--- src/rtl/alip_pkg.sv ---
`timescale 1ns / 1ps
// ----------------------------------------------------------------------------
// alip_pkg: shared types and constants for the ADC-to-lux interpolator
// Fixed field widths, register map codes, table reset values and the
// control bundle handed along the divider cell chains.
// ----------------------------------------------------------------------------
package alip_pkg;

  localparam int SAMPLE_W    = 12;  // converter sample
  localparam int R_W         = 16;  // divider resistance, Q4.12
  localparam int R_FRAC_BITS = 12;
  localparam int DIV_GAIN    = 10;  // resistance gain of the divider formula
  localparam int GAIN_W      = 4;   // bits to hold DIV_GAIN
  localparam int PT_W        = 16;  // one table point register
  localparam int LUX_W       = 20;  // result lux, Q16.4
  localparam int LUX_FRAC_W  = 4;
  localparam int TABLE_SLOTS = 4;   // register slots per table column
  localparam int CFG_AW      = 5;
  localparam int CFG_DW      = 32;

  typedef logic [PT_W-1:0] pt_t;

  typedef enum logic [2:0] {
    REG_LUX0,
    REG_LUX1,
    REG_LUX2,
    REG_LUX3,
    REG_OHMS0,
    REG_OHMS1,
    REG_OHMS2,
    REG_OHMS3
  } reg_idx_t;

  localparam pt_t LUX_RST [TABLE_SLOTS] = '{16'd10, 16'd100, 16'd999, 16'd1000};
  localparam pt_t OHMS_RST [TABLE_SLOTS] = '{16'd32768, 16'd4096, 16'd410, 16'd0};

  typedef struct packed {
    logic en;     // whole pipeline advances
    logic valid;  // item present in the feeding stage
  } cell_ctl_t;

endpackage

--- src/rtl/alip_div_cell.sv ---
`timescale 1ns / 1ps
// ----------------------------------------------------------------------------
// alip_div_cell: one restoring-division cell
// Takes one dividend bit, produces one quotient bit and hands the partial
// remainder, divisor and side data to the next cell.
// ----------------------------------------------------------------------------
module alip_div_cell #(
  parameter int DW = 16,
  parameter int QW = 16,
  parameter int SW = 1
) (
  input  logic                clk,
  input  logic                rst_n,
  input  alip_pkg::cell_ctl_t ctl_in,
  input  logic [DW-1:0]       rem_in,
  input  logic [DW-1:0]       dsr_in,
  input  logic [QW-1:0]       dvd_in,
  input  logic [QW-1:0]       quo_in,
  input  logic [SW-1:0]       side_in,
  output logic                v_out,
  output logic [DW-1:0]       rem_out,
  output logic [DW-1:0]       dsr_out,
  output logic [QW-1:0]       dvd_out,
  output logic [QW-1:0]       quo_out,
  output logic [SW-1:0]       side_out
);

  logic [DW:0]   trial;
  logic [DW:0]   diff;
  logic          fits;
  logic          v_r;
  logic [DW-1:0] rem_r, rem_nxt;
  logic [DW-1:0] dsr_r;
  logic [QW-1:0] dvd_r, dvd_nxt;
  logic [QW-1:0] quo_r, quo_nxt;
  logic [SW-1:0] side_r;

  // shift in the next dividend bit and try the subtract
  assign trial   = {rem_in, dvd_in[QW-1]};
  assign diff    = trial - {1'b0, dsr_in};
  assign fits    = (trial >= {1'b0, dsr_in});
  assign rem_nxt = fits ? diff[DW-1:0] : trial[DW-1:0];
  assign dvd_nxt = {dvd_in[QW-2:0], 1'b0};
  assign quo_nxt = {quo_in[QW-2:0], fits};

  always_ff @(posedge clk) begin
    if (!rst_n) begin
      v_r <= 1'b0;
    end else if (ctl_in.en) begin
      v_r <= ctl_in.valid;
    end
  end

  always_ff @(posedge clk) begin
    if (ctl_in.en) begin
      rem_r  <= rem_nxt;
      dsr_r  <= dsr_in;
      dvd_r  <= dvd_nxt;
      quo_r  <= quo_nxt;
      side_r <= side_in;
    end
  end

  assign v_out    = v_r;
  assign rem_out  = rem_r;
  assign dsr_out  = dsr_r;
  assign dvd_out  = dvd_r;
  assign quo_out  = quo_r;
  assign side_out = side_r;

endmodule

--- src/rtl/alip_div_chain.sv ---
`timescale 1ns / 1ps
// ----------------------------------------------------------------------------
// alip_div_chain: pipelined unsigned divider built from a row of cells
// One quotient bit per cell; one item may enter every cycle while en is high. The upper
// dividend part must be below the divisor for the quotient to fit QW bits.
// ----------------------------------------------------------------------------
module alip_div_chain #(
  parameter int DW = 16,
  parameter int QW = 16,
  parameter int SW = 1
) (
  input  logic          clk,
  input  logic          rst_n,
  input  logic          en,
  input  logic          v_in,
  input  logic [DW-1:0] rem_in,
  input  logic [QW-1:0] dvd_in,
  input  logic [DW-1:0] dsr_in,
  input  logic [SW-1:0] side_in,
  output logic          v_out,
  output logic [QW-1:0] quo_out,
  output logic [SW-1:0] side_out
);
  import alip_pkg::*;

  logic          v_s    [0:QW];
  logic [DW-1:0] rem_s  [0:QW];
  logic [DW-1:0] dsr_s  [0:QW];
  logic [QW-1:0] dvd_s  [0:QW];
  logic [QW-1:0] quo_s  [0:QW];
  logic [SW-1:0] side_s [0:QW];
  cell_ctl_t     ctl_s  [0:QW-1];

  assign v_s[0]    = v_in;
  assign rem_s[0]  = rem_in;
  assign dsr_s[0]  = dsr_in;
  assign dvd_s[0]  = dvd_in;
  assign quo_s[0]  = '0;
  assign side_s[0] = side_in;

  for (genvar k = 0; k < QW; k++) begin : g_cell
    assign ctl_s[k].en    = en;
    assign ctl_s[k].valid = v_s[k];

    alip_div_cell #(
      .DW(DW),
      .QW(QW),
      .SW(SW)
    ) u_cell (
      .clk     (clk),
      .rst_n   (rst_n),
      .ctl_in  (ctl_s[k]),
      .rem_in  (rem_s[k]),
      .dsr_in  (dsr_s[k]),
      .dvd_in  (dvd_s[k]),
      .quo_in  (quo_s[k]),
      .side_in (side_s[k]),
      .v_out   (v_s[k+1]),
      .rem_out (rem_s[k+1]),
      .dsr_out (dsr_s[k+1]),
      .dvd_out (dvd_s[k+1]),
      .quo_out (quo_s[k+1]),
      .side_out(side_s[k+1])
    );
  end

  assign v_out    = v_s[QW];
  assign quo_out  = quo_s[QW];
  assign side_out = side_s[QW];

endmodule

--- config.mk ---
export PLATFORM = sky130hd
export DESIGN_NAME = alip_div_chain
export DESIGN_NICKNAME = d
export VERILOG_FILES = /design/src/rtl/alip_pkg.sv /design/src/rtl/alip_div_cell.sv /design/src/rtl/alip_div_chain.sv
export SDC_FILE = /design/constraint.sdc
export NUM_CORES = 1
export LEC_CHECK = 0
export BUFFER_PORTS_ARGS = -buffer_cell sky130_fd_sc_hd__buf_2
export CORE_MARGIN = 5
export CORE_UTILIZATION = 59
export DETAILED_ROUTE_END_ITERATION = 7
export GPL_ROUTABILITY_DRIVEN = 0
export PLACE_DENSITY = 0.76
export SYNTH_ARGS = -nofsm -noshare
export SYNTH_HDL_FRONTEND = slang
export SYNTH_SLANG_ARGS = --single-unit
--- constraint.sdc ---
create_clock -name clk -period 3.39 [get_ports clk]
set_clock_uncertainty 0.05 [all_clocks]
set_input_delay 0.1695 -clock clk [delete_from_list [all_inputs] [get_ports clk]]
set_output_delay 0.1695 -clock clk [all_outputs]
set_load 0.005 [all_outputs]
==> impl_metrics.ini <==
[yosys]
synth_cell_types = 80
syn_area_um2 = 38100
synth_fp_nets = 3301
syn_inst = 2977
synth_ff_type = edfxtp_1
synth-seq-cells = 768
yosysSeqAreaShare_pct = 60.1
synth_area_per_cell_um2 = 12.8
yosysWarnings = 0
synth_edf_count = 752
async_flop_share_pct = 0

[cells_and_area]
diodes = 0
nets = 3518
area_growth_syn_to_layout_pct = 13.0
layout_commonest_cell = edfxtp_1
drive_gt1_share_pct = 12.2
final_cell_mix = edfxtp_1 (752), inv_1 (317), ha_1 (256)

[timing]
finalHoldViolCount = 0
post-route-min-period_ns = 3.25
slew_headroom_pct = 32.3
setup_viol = 0
slew_violations = 0
totalNegativeSetupSlack_ns = 0
fin_crit_sh_pct = 95.9
max_clock_freq_ghz = 0.308
rsz0062_at_grt = false
tightest_slew_ns = 1.01

[global_routing]
grt_pass1_wl_mm = 117
first_global_vias = 23900
grtUsageTotal_pct = 20.0
grt_max_degree = 92
antenna_found_initial = 0
grt_overflow = 0

[cts]
clk_latency_ns = 0.63
cts_sinks = 768
tritoncts = built
clkTransAtPathRegs_ns = 0.06
clk_path_buf_depth = 3
h-tree-depth = 3
cts_buffers = 81
root_buffer = clkbuf_16

[drt]
ant_nets = 0
drt-pass1-iter-count = 5
dr.first_iter.drc_count = 1581
wl_per_cell_um = 17.2
drc = 0
num_vias = 23600
viasPerCell = 5.76
wl_mm = 70.8

[placement]
portBuffers = 70
hpwl_mm = 50.4

[die]
rows = 93
fp.dieArea_um2 = 69800
initial_utilization_pct = 59.4
fp.dieH_um = 264
coreArea_um2 = 64200
die_w_um = 264
io_pins = 71

[min_path]
min-delay-start = rem_in[15]
hold_depth = 5
hp-class = in -> reg

[critical_path]
path_max_fanout = 16
worstPathRequired_ns = 3.71
timing.rr.start = g_cell[10].u_cell.dsr_out[1]$_DFFE_PP_
crit_path_end_kind = flop
critPathKind = reg -> reg
cp-start-kind = flop
arrival_ns = 3.57
crit_start = g_cell[10].u_cell.dsr_out[1]$_DFFE_PP_
rr_worst_depth = 11

[power_and_ir_drop]
irDropWorstVdd_uv = 443
power.density_nw_per_um2 = 881
p_leak_uw = 0.0172
power_uw = 38000

[status]
outcome = finished clean

[flow_run]
drv_cap = 0
## stage by stage
step | std cells | util, % | area (µm²) | setup slack [ns] | hold slack (ns)
5_1_grt | 4105 | 67.1 | 43100 | 0.00659 | 0.185
3_3_place_gp | 3911 | 62.2 | 39900 | 0.169 | 0.296
4_1_cts | 4103 | 67.1 | 43100 | 0.0566 | 0.161
2_1_floorplan | 2977 | - | 38100 | 0.451 | 0.218
3_5_place_dp | 3911 | 62.2 | 39900 | 0.0843 | 0.298
6_report | 4105 | 67.1 | 43100 | 0.138 | 0.184
## timing repair
action	CTS	global route
hold buffers	53	0
buffers inserted	0	2
endpoints found under the hold margin	65	0
setup endpoints to repair	0	53
gates resized for setup	0	3
## worst max-delay path, cell delays in order, from the launching register on
cell and delay [ns]:
edfxtp_1 0.39, inv_1 0.07, ha_1 0.31, nor2b_1 0.14, o21a_1 0.17, o21ai_0 0.27
a211oi_1 0.21, o41ai_2 0.42, o21ai_2 0.16, a41oi_4 0.27, buf_12 0.18, mux2_2 0.34
## final cells by class
type                            instances  area (µm²)
Clock inverter                         45         513
Sequential cell                       768       22900
Timing Repair Buffer                  181        1510
Multi-Input combinational cell       1845       13800
Clock buffer                           94        2080
Fill cell                            4459       21100
Tap cell                              855        1070
Inverter                              317        1190
## power breakdown
group	switching, µW	leakage [µW]	internal, µW
logic	8050	0.00849	6920
registers	1000	0.00747	13400
clock network	3610	0.00126	5020
## cells in the mapped netlist (all sizes together) (15+ instances only)
cell | number | area share (%)
a31oi | 32 | 0.58
nand2 | 154 | 1.5
mux2 | 118 | 3.6
nor3 | 51 | 0.67
nand4 | 31 | 0.51
ha | 256 | 8.4
o21ai | 146 | 2.0
o31ai | 22 | 0.48
nand2b | 33 | 0.54
xnor2 | 106 | 2.4
inv | 317 | 3.1
nor2 | 160 | 1.6
edfxtp | 752 | 59
a21o | 63 | 1.2
dfxtp | 16 | 0.84
mux2i | 39 | 1.0
a211oi | 22 | 0.45
o31a | 15 | 0.34
fa | 15 | 0.79
buf | 19 | 0.34
o21a | 43 | 0.85
clkbuf | 28 | 0.28
or3 | 16 | 0.26
a21oi | 203 | 2.7
nand3 | 50 | 0.66
xor2 | 63 | 1.4
nor2b | 58 | 0.95
## cell families after synthesis
family,Yosys count,share of synthesized area [%]
buf+inv,364,3.74
mux,157,4.58
fa+ha+maj,271,9.19
simple gates,606,7.65
xor+xnor,169,3.88
flops,768,60.1
compound gates,642,10.9
## routing by layer
layer	vias to the layer above	share of wire [%]	GRT usage (%)
met5	-	0	0
met2	674	50	34.9
met3	164	5.1	3.42
met4	0	3.5	8.00
li1	11500	-	-
met1	11300	41	25.1
## worst paths after layout
| check | end | slack [ns] |
|---|---|---|
| max | g_cell[11].u_cell.rem_out[11]$_DFFE_PP_ | 0.14 |
| min | g_cell[0].u_cell.rem_out[15]$_DFFE_PP_ | 0.18 |
| max reg2reg | g_cell[11].u_cell.rem_out[11]$_DFFE_PP_ | 0.14 |
| min reg2reg | g_cell[15].u_cell.quo_out[14]$_DFFE_PP_ | 0.36 |
## flip-flops by register name, indices dropped and copies added, names as in the netlist
signal / flops
g_cell.u_cell.rem_out: 240
g_cell.u_cell.dvd_out: 120
g_cell.u_cell.quo_out: 136
g_cell.u_cell.side_out: 16
g_cell.u_cell.dsr_out: 240
g_cell.u_cell.v_out: 16
No activity file was read; power rests on OpenSTA's default activity.
